==> src/rtl/rhh_pkg.sv <==
// Shared types and constants for the hexcone RGB-to-HSV pipeline.
// No dependencies; every module of the block imports this package.
package rhh_pkg;

   localparam int CH_W       = 8;   // one color channel
   localparam int HUE_W      = 15;  // hue in 1/64 degree
   localparam int HUE_NUM_W  = 20;  // 3840 * 255 needs 20 bits
   localparam int SAT_NUM_W  = 16;  // 255 * 255 needs 16 bits
   localparam int HUE_QUO_W  = 12;  // hue offset reaches 3840
   localparam int SAT_QUO_W  = 8;   // saturation reaches 255
   localparam int DIV_STAGES = HUE_QUO_W;

   localparam logic [HUE_QUO_W-1:0] HUE_SECTOR     = 12'd3840;
   localparam logic [CH_W-1:0]      SAT_SCALE      = 8'd255;
   localparam logic [HUE_W-1:0]     HUE_GREEN_BASE = 15'd7680;
   localparam logic [HUE_W-1:0]     HUE_BLUE_BASE  = 15'd15360;
   localparam logic [HUE_W-1:0]     HUE_FULL       = 15'd23040;
   localparam logic [HUE_W-1:0]     HUE_MAX        = 15'd23039;

   typedef enum logic [1:0] {
      SEC_RED,
      SEC_GREEN,
      SEC_BLUE
   } sector_type;

   // After max/min search
   typedef struct packed {
      logic              valid;
      logic              zero;      // black or grey pixel
      sector_type        sector;
      logic              neg;       // channel difference below zero
      logic [CH_W-1:0]   diff_mag;
      logic [CH_W-1:0]   delta;
      logic [CH_W-1:0]   value;
   } front_type;

   // Traveling through the divider stages
   typedef struct packed {
      logic                  valid;
      logic                  zero;
      sector_type            sector;
      logic                  neg;
      logic [HUE_NUM_W-1:0]  hue_rem;
      logic [CH_W-1:0]       hue_den;
      logic [HUE_QUO_W-1:0]  hue_quo;
      logic [SAT_NUM_W-1:0]  sat_rem;
      logic [SAT_QUO_W-1:0]  sat_quo;
      logic [CH_W-1:0]       value;   // also the saturation divisor
   } div_type;

endpackage

==> src/rtl/rhh_front.sv <==
// Front end: max/min search and sector pick, then numerator scaling.
// Depends on rhh_pkg. Two register stages.
module rhh_front
   import rhh_pkg::*;
(
   input  logic            clock,
   input  logic            reset,
   input  logic            in_valid,
   input  logic [CH_W-1:0] red,
   input  logic [CH_W-1:0] green,
   input  logic [CH_W-1:0] blue,
   output div_type         div_out
);

   front_type f1_in, f1_ff;
   div_type   f2_in, f2_ff;

   logic [CH_W-1:0] mx, mn;
   logic [CH_W:0]   diff;   // signed, one bit wider

   always_comb begin
      f1_in = '0;
      f1_in.valid = in_valid;
      if (red >= green && red >= blue) begin
         f1_in.sector = SEC_RED;
         mx   = red;
         diff = {1'b0, green} - {1'b0, blue};
      end else if (green >= blue) begin
         f1_in.sector = SEC_GREEN;
         mx   = green;
         diff = {1'b0, blue} - {1'b0, red};
      end else begin
         f1_in.sector = SEC_BLUE;
         mx   = blue;
         diff = {1'b0, red} - {1'b0, green};
      end
      mn = red;
      if (green < mn) mn = green;
      if (blue < mn) mn = blue;
      f1_in.value    = mx;
      f1_in.delta    = mx - mn;
      f1_in.zero     = (mx == mn);
      f1_in.neg      = diff[CH_W];
      f1_in.diff_mag = diff[CH_W] ? CH_W'(-diff) : diff[CH_W-1:0];
   end

   // Scale numerators; divider fills in quotient bits later
   always_comb begin
      f2_in = '0;
      f2_in.valid   = f1_ff.valid;
      f2_in.zero    = f1_ff.zero;
      f2_in.sector  = f1_ff.sector;
      f2_in.neg     = f1_ff.neg;
      f2_in.hue_rem = HUE_NUM_W'(f1_ff.diff_mag) * HUE_NUM_W'(HUE_SECTOR);
      f2_in.hue_den = f1_ff.delta;
      f2_in.sat_rem = SAT_NUM_W'(f1_ff.delta) * SAT_NUM_W'(SAT_SCALE);
      f2_in.value   = f1_ff.value;
   end

   always_ff @(posedge clock) begin
      if (reset) begin
         f1_ff.valid <= 1'b0;
         f2_ff.valid <= 1'b0;
      end else begin
         f1_ff <= f1_in;
         f2_ff <= f2_in;
      end
   end

   assign div_out = f2_ff;

endmodule

==> src/rtl/rhh_divider.sv <==
// Restoring divider pipeline: one hue quotient bit per stage; the later stages also give one saturation bit.
// Depends on rhh_pkg. DIV_STAGES register stages.
module rhh_divider
   import rhh_pkg::*;
(
   input  logic    clock,
   input  logic    reset,
   input  div_type div_in,
   output div_type div_out
);

   div_type stg_in [DIV_STAGES];
   div_type stg_ff [DIV_STAGES];

   for (genvar k = 0; k < DIV_STAGES; k++) begin : g_stage
      localparam int BIT = HUE_QUO_W - 1 - k;
      div_type src;

      if (k == 0) begin : g_first
         assign src = div_in;
      end else begin : g_next
         assign src = stg_ff[k-1];
      end

      if (BIT < SAT_QUO_W) begin : g_both
         logic [HUE_NUM_W-1:0] hue_trial;
         logic [SAT_NUM_W-1:0] sat_trial;
         always_comb begin
            stg_in[k] = src;
            hue_trial = HUE_NUM_W'(src.hue_den) << BIT;
            sat_trial = SAT_NUM_W'(src.value) << BIT;
            if (src.hue_rem >= hue_trial) begin
               stg_in[k].hue_rem      = src.hue_rem - hue_trial;
               stg_in[k].hue_quo[BIT] = 1'b1;
            end
            if (src.sat_rem >= sat_trial) begin
               stg_in[k].sat_rem      = src.sat_rem - sat_trial;
               stg_in[k].sat_quo[BIT] = 1'b1;
            end
         end
      end else begin : g_hue
         logic [HUE_NUM_W-1:0] hue_trial;
         always_comb begin
            stg_in[k] = src;
            hue_trial = HUE_NUM_W'(src.hue_den) << BIT;
            if (src.hue_rem >= hue_trial) begin
               stg_in[k].hue_rem      = src.hue_rem - hue_trial;
               stg_in[k].hue_quo[BIT] = 1'b1;
            end
         end
      end

      always_ff @(posedge clock) begin
         if (reset) begin
            stg_ff[k].valid <= 1'b0;
         end else begin
            stg_ff[k] <= stg_in[k];
         end
      end
   end

   assign div_out = stg_ff[DIV_STAGES-1];

endmodule

==> src/rtl/rhh_back.sv <==
// Back end: turn sector, sign and quotient into hue; apply grey/black override.
// Depends on rhh_pkg. One output register stage.
module rhh_back
   import rhh_pkg::*;
(
   input  logic             clock,
   input  logic             reset,
   input  div_type          div_in,
   output logic             out_valid,
   output logic [HUE_W-1:0] hue_fixed,
   output logic [CH_W-1:0]  sat_fixed,
   output logic [CH_W-1:0]  value
);

   logic [HUE_W-1:0] base;
   logic [HUE_W-1:0] mag_ceil;   // ceiling of the offset for negative sides

   logic             valid_in, valid_ff;
   logic [HUE_W-1:0] hue_in, hue_ff;
   logic [CH_W-1:0]  sat_in, sat_ff;
   logic [CH_W-1:0]  val_in, val_ff;

   always_comb begin
      case (div_in.sector)
         SEC_RED:   base = div_in.neg ? HUE_FULL : '0;
         SEC_GREEN: base = HUE_GREEN_BASE;
         SEC_BLUE:  base = HUE_BLUE_BASE;
         default:   base = '0;
      endcase
      mag_ceil = HUE_W'(div_in.hue_quo) + HUE_W'(div_in.hue_rem != '0);

      valid_in = div_in.valid;
      val_in   = div_in.value;
      if (div_in.zero) begin
         hue_in = '0;
         sat_in = '0;
      end else begin
         hue_in = div_in.neg ? base - mag_ceil : base + HUE_W'(div_in.hue_quo);
         if (hue_in > HUE_MAX) hue_in = HUE_MAX;
         sat_in = div_in.sat_quo;
      end
   end

   always_ff @(posedge clock) begin
      if (reset) begin
         valid_ff <= 1'b0;
      end else begin
         valid_ff <= valid_in;
      end
      hue_ff <= hue_in;
      sat_ff <= sat_in;
      val_ff <= val_in;
   end

   assign out_valid = valid_ff;
   assign hue_fixed = hue_ff;
   assign sat_fixed = sat_ff;
   assign value     = val_ff;

endmodule

==> src/rtl/rgb_to_hsv_hexcone_core.sv <==
// Top level of the hexcone RGB-to-HSV converter.
// Depends on rhh_pkg, rhh_front, rhh_divider and rhh_back.
//
// Usage:
//  - Input channel: drive req_red/req_green/req_blue and raise start; a pixel
//    beat is taken at every rising edge with start high and busy low. busy
//    never rises, so one pixel can enter on every clock.
//  - Result channel: rsp_valid pulses for one cycle with rsp_hue_fixed
//    (1/64 degree), rsp_sat_fixed (0..255) and rsp_value (max channel).
//    Results leave in arrival order; the receiver cannot stall them.
//  - Pipeline: 2 front stages (max/min, numerator scaling), 12 divider stages
//    (one quotient bit each, the hue quotient needs 12 bits), 1 output stage.
//  - Throughput: one pixel per cycle, set by the fully pipelined divider.
//  - Reset: synchronous, clears all stage valid bits; beats in flight drop.
//  - Black and grey pixels give hue and saturation zero.
module rgb_to_hsv_hexcone_core
   import rhh_pkg::*;
(
   input  logic             clock,
   input  logic             reset,
   input  logic             start,
   output logic             busy,
   input  logic [CH_W-1:0]  req_red,
   input  logic [CH_W-1:0]  req_green,
   input  logic [CH_W-1:0]  req_blue,
   output logic             rsp_valid,
   output logic [HUE_W-1:0] rsp_hue_fixed,
   output logic [CH_W-1:0]  rsp_sat_fixed,
   output logic [CH_W-1:0]  rsp_value
);

   div_type front_to_div;
   div_type div_to_back;
   logic    accept;

   // Every stage advances on every clock: never hold the input off
   assign busy   = 1'b0;
   assign accept = start & ~busy;

   rhh_front u_front (
      .clock    (clock),
      .reset    (reset),
      .in_valid (accept),
      .red      (req_red),
      .green    (req_green),
      .blue     (req_blue),
      .div_out  (front_to_div)
   );

   rhh_divider u_divider (
      .clock   (clock),
      .reset   (reset),
      .div_in  (front_to_div),
      .div_out (div_to_back)
   );

   rhh_back u_back (
      .clock     (clock),
      .reset     (reset),
      .div_in    (div_to_back),
      .out_valid (rsp_valid),
      .hue_fixed (rsp_hue_fixed),
      .sat_fixed (rsp_sat_fixed),
      .value     (rsp_value)
   );

   // Hue stays below a full circle
   assert property (@(posedge clock) disable iff (reset)
      rsp_valid |-> rsp_hue_fixed <= HUE_MAX)
      else $error("hue beyond full circle");

   // Black pixel gives zero hue and saturation
   assert property (@(posedge clock) disable iff (reset)
      rsp_valid && rsp_value == '0 |-> rsp_hue_fixed == '0 && rsp_sat_fixed == '0)
      else $error("black pixel with nonzero hue or saturation");

   // Zero saturation only for grey, and grey has zero hue
   assert property (@(posedge clock) disable iff (reset)
      rsp_valid && rsp_sat_fixed == '0 |-> rsp_hue_fixed == '0)
      else $error("zero saturation with nonzero hue");

   // Divider leaves remainders below their divisors
   assert property (@(posedge clock) disable iff (reset)
      div_to_back.valid && !div_to_back.zero |->
         div_to_back.hue_rem < HUE_NUM_W'(div_to_back.hue_den) &&
         div_to_back.sat_rem < SAT_NUM_W'(div_to_back.value))
      else $error("divider remainder not reduced");

endmodule
==> config.mk <==
export PLATFORM = sky130hd
export DESIGN_NAME = rgb_to_hsv_hexcone_core
export DESIGN_NICKNAME = d
export VERILOG_FILES = /design/src/rtl/rhh_pkg.sv /design/src/rtl/rhh_front.sv /design/src/rtl/rhh_divider.sv /design/src/rtl/rhh_back.sv /design/src/rtl/rgb_to_hsv_hexcone_core.sv
export SDC_FILE = /design/constraint.sdc
export NUM_CORES = 2
export LEC_CHECK = 0
export BUFFER_PORTS_ARGS = -buffer_cell sky130_fd_sc_hd__buf_2
export CAP_MARGIN = 20
export CORE_UTILIZATION = 58
export DETAILED_ROUTE_END_ITERATION = 7
export PLACE_DENSITY = 0.86
export SKIP_LAST_GASP = 1
export SLEW_MARGIN = 10
export SYNTH_ARGS = -nofsm -noshare
export SYNTH_HDL_FRONTEND = slang
export SYNTH_HIERARCHICAL = 1
export SYNTH_SLANG_ARGS = --single-unit
export TNS_END_PERCENT = 1
==> constraint.sdc <==
create_clock -name clock -period 23 [get_ports clock]
set_input_delay 3.45 -clock clock [delete_from_list [all_inputs] [get_ports clock]]
set_output_delay 3.45 -clock clock [all_outputs]
set_load 0.02 [all_outputs]
Yosys cells after proc, flatten, opt, wreduce, memory -nomap -nowiden
Memory sizes are Yosys's and may differ from the RTL's. Cells that the tools add are included.

Register bits after elaboration: 110. Bits in latches: 0. Memory bits (read-only): 0. Memories: 1. Word-level logic and storage cells: 162. Memory bits (writable): 924. Bits of input ports: 27.

Eq/ne operators: 3. Mux-type cells: 66. $mul: 2. Div/mod/pow operators: 0. Magnitude comparators: 26. $add $sub $neg: 28. Reductions and logical operators: 4. Bitwise logic cells: 12. Shift operators: 0.

Memories: u_divider.stg_ff (words 12, width 77, rd ports 12, clocked after memory_dff 0, write ports 12, line rhh_divider.sv:13) `div_type stg_ff [DIV_STAGES];`.

Operators with widths (number): $mux 20 (12); $mux 16 (7); $mux 15 (3); $pmux 15 s3 (1); $mux 8 (5); $mux 1 (34); $sub 8x8->9 (3); $ge 8x8->1 (3); $ge 20x10->1 (1); $ge 20x11->1 (1); $ge 20x12->1 (1); $ge 20x13->1 (1); $ge 20x14->1 (1); $ge 20x15->1 (1); $ge 20x16->1 (1); $ge 20x17->1 (1); $ge 20x18->1 (1); $ge 20x19->1 (1); $ge 20x8->1 (1); $ge 20x9->1 (1); $reduce_bool 20->1 (1); $sub 20x10->20 (1); $sub 20x11->20 (1); $sub 20x12->20 (1); 44 further kinds (57).

Logic depth before layout (Yosys ltp)
An unclocked memory read counts as a cell.

Depth after elaboration: 7. Gate-level depth with buffers: 27. Mapped depth without buffers: 27.

Hierarchy
Netlist, hierarchy kept.

Modules (own cells, without submodules): rhh_divider (sequential area each 27626.5 µm², times used 1, cells an instance 2718, area each 39638.0 µm²); rhh_front (sequential area each 2292.2 µm², times used 1, cells an instance 667, area each 7105.6 µm²); rhh_back (sequential area each 640.6 µm², times used 1, cells an instance 233, area each 2160.8 µm²); rgb_to_hsv_hexcone_core (sequential area each 0.0 µm², times used 1, cells an instance 2, area each 11.3 µm²).

Worst setup path after synthesis
Ideal clock, no wire load.

Path kind: input to register. Start point: input reset. End point: memory u_divider/stg_ff[0][0] in the netlist's numbering, enable pin. Stages on the path: 2. Required time: 21.753 ns. Data arrival time: 21.112 ns. Path buffers: 1. Slack: 0.642 ns. Cells stage by stage: clkbuf_1 > inv_1.

RTL lines: from (decl) (line rgb_to_hsv_hexcone_core.sv:20) `input logic reset,`; to (decl) (line rhh_divider.sv:13).

==> summary.md <==
| Metric | Value |
|---|---|
| Syn avg cell area | 13.51 um2 |
| Tightest Pin Transition | approximately 1.1 ns |
| Setup TNS | 0 ns |
| Final setup viols | 0 |
| Req. time, crit path | around 23 ns |
| Routed len/inst | roughly 17 um |
| Starting Density | approximately three fifths |
| RSZ-0062 raised after global routing | false |
| ANT cells | 0 |
| Initial antenna violation count | 0 |
| Grt ovf | 0 |
| Bufs on Longest Clock Path | 3 |
| Hold Vio Cnt, Final | 0 |
| Tcrit/Tclk final | between 30% and 40% |
| First-pass GRT wire length | approximately 130 mm |
| Post-CTS Setup Repair Bufs | 0 |
| Worst clock skew | 0.02582 ns |
| Die Span Y | a little under 300 um |
| Number of buffers added on ports | between 50 and 60 |
| Tot GR Track Use | approximately a fifth |
| Number of I/O pins | 60 |
| Num CTS Buffers | 95 |
| Hold Path Origin | u_divider/stg_ff[2][234] |
| Mapped Area | 47850 um2 |
| Worst-Skew Late Latency | around 0.66 ns |
| Die span in x | approximately 290 um |
| Pleak | ~0.020 uW |
| TritonCTS clock tree | done |
| FP Rows | 104 |
| Vias in the first global route | ~27000 |
| Design Area, Final | approximately 52000 um2 |
| DRT iter0 DRCs | around 1600 |
| Tmin final | ~8.5 ns |
| Pin count of the biggest net entering global routing | a little under 200 |
| Crit end category | register |
| Setup WS pre-CTS | roughly 14 ns |
| Power per Cell Area | between 100 and 150 nW/um2 |
| Clk pin slew, worst setup/hold paths | 0.06 ns |
| Placed cell areas | between 40000 and 50000 um2 |
| Via density | about 5.7 |
| PnR worst setup slack | ~15 ns |
| Clock Tree Root | clkbuf_16 |
| Slowest CP cell | xnor3_1 |
| Status | completed |
| Pre-Repair DR Iteration Count | 6 |
| Cts hold-fix bufs | 0 |
| Max-cap violations | 0 |
| CP max FO | 14 |
| Critical R2R Launch | u_front/f1_ff[10] |
| Max incr delay on CP | approximately 0.42 ns |
| Remaining antenna violation count | 0 |
| Layout net count | 4030 |
| Setup CP Type | in -> reg |
| Ratio of cells with drive above 1 in the final layout | a little under a tenth |
| DR vias | 27190 |
| CP Launch Point | req_green[1] |
| Fmax | roughly 120 MHz |
| Routability cong. | around 0.92 |
| Max-slew violation count | 0 |
| Total die area | roughly 84000 um2 |
| Crit path top cell by count | a21oi_1 |
| Cells after Synth | between 3000 and 4000 |
| Clock sinks | 1009 |
| Core Region | 81070 um2 |
| Rel. slew slack | approximately 28% |
| # resized after CTS | 0 |
| Max VDD drop | 221.2 uV |
| Nature of the critical path startpoint | input pin |
| HP Class | reg -> reg |
| HPWL after DPL | around 54 mm |
| Yosys warning total | 6 |
| Critical path arrival | around 8.9 ns |
| Total Wirelength | ~79 mm |
| Area grow syn2layout | 9.538% |
| CTS H-tree depth | 3 |
| Drc violations | 0 |
==> sequential cells by signal (all words and copies together), names as in the netlist <==
signal / count
u_back/value: 8
u_back/out_valid: 1
u_back/hue_fixed: 15
u_front/f1_ff: 29
u_back/sat_fixed: 8
u_divider/stg_ff: 900
u_front/div_out: 48
==> stage by stage <==
step | utilization [%] | std cells | total power [uW] | hold slack, ns
2_1_floorplan | - | 3568 | 5147 | 0.3233
3_3_place_gp | 60.75 | 4621 | 5510 | 0.3240
3_5_place_dp | 60.76 | 4622 | 5708 | 0.3279
4_1_cts | 64.65 | 4796 | 7346 | 0.3421
5_1_grt | 64.66 | 4797 | 7805 | 0.3440
6_report | 64.66 | 4797 | 7326 | 0.3401
==> cell type report <==
class	instances	area, um2
clock buffers	120	2585
clock inverters	54	570.5
fillers	5502	28650
inverters	331	1250
multi-input cells	2149	16420
flip-flops and latches	1009	29840
well taps	1060	1326
repair buffers	74	422.9
==> layout by cell type, fill, tap and decap left out, types with 20 or more instances in the layout <==
master / instances
dfxtp_1: 46
xnor2_1: 125
mux2_2: 51
or3_1: 22
nand2b_1: 68
mux2i_1: 28
xor2_1: 95
a21oi_1: 165
nand3_1: 53
inv_1: 329
nor4_1: 50
nor3_1: 64
or4_1: 20
o21ai_0: 163
buf_2: 58
ha_1: 275
a211oi_1: 24
a21o_1: 45
conb_1: 29
fa_1: 68
o31ai_1: 23
o21a_1: 42
nor2b_1: 73
nand2_1: 183
clkbuf_16: 98
edfxtp_1: 963
nor2_1: 183
==> per-layer routing <==
metal	global-route usage, %	vias to the layer above	share of wire, %
met1	20.84	13050	39
met2	36.29	677	54
met4	8.079	0	4.0
met5	0	-	0
met3	2.827	229	3.3
li1	-	13230	-
==> worst max-delay path, delay by kind of cell <==
| kind | cells | cell delay, ns |
|---|---|---|
| compound gates | 12 | 1.84 |
| fa+ha+maj | 3 | 0.94 |
| buf+inv | 2 | 0.24 |
| xor+xnor | 1 | 0.42 |
| mux | 2 | 0.61 |
| simple gates | 7 | 1.35 |
==> final timing paths <==
check | endpoint | slack [ns] | depth (start not counted)
setup / recovery | u_front/f1_ff[15] | 14.50 | 27
hold / removal | u_back/value[3] | 0.34 | 0
setup reg to reg | u_front/div_out[31] | 18.26 | 15
hold reg to reg | u_back/value[3] | 0.34 | 0
==> power by group <==
part / internal, uW / leakage, uW / total, uW / switching (uW)
clock network: 910 / 0.00155 / 1560 / 646
registers: 2570 / 0.00966 / 2770 / 198
logic: 1360 / 0.00883 / 3000 / 1640
total: 4850 / 0.0200 / 7330 / 2480
Note: power is estimated with default switching activity, not from simulation.
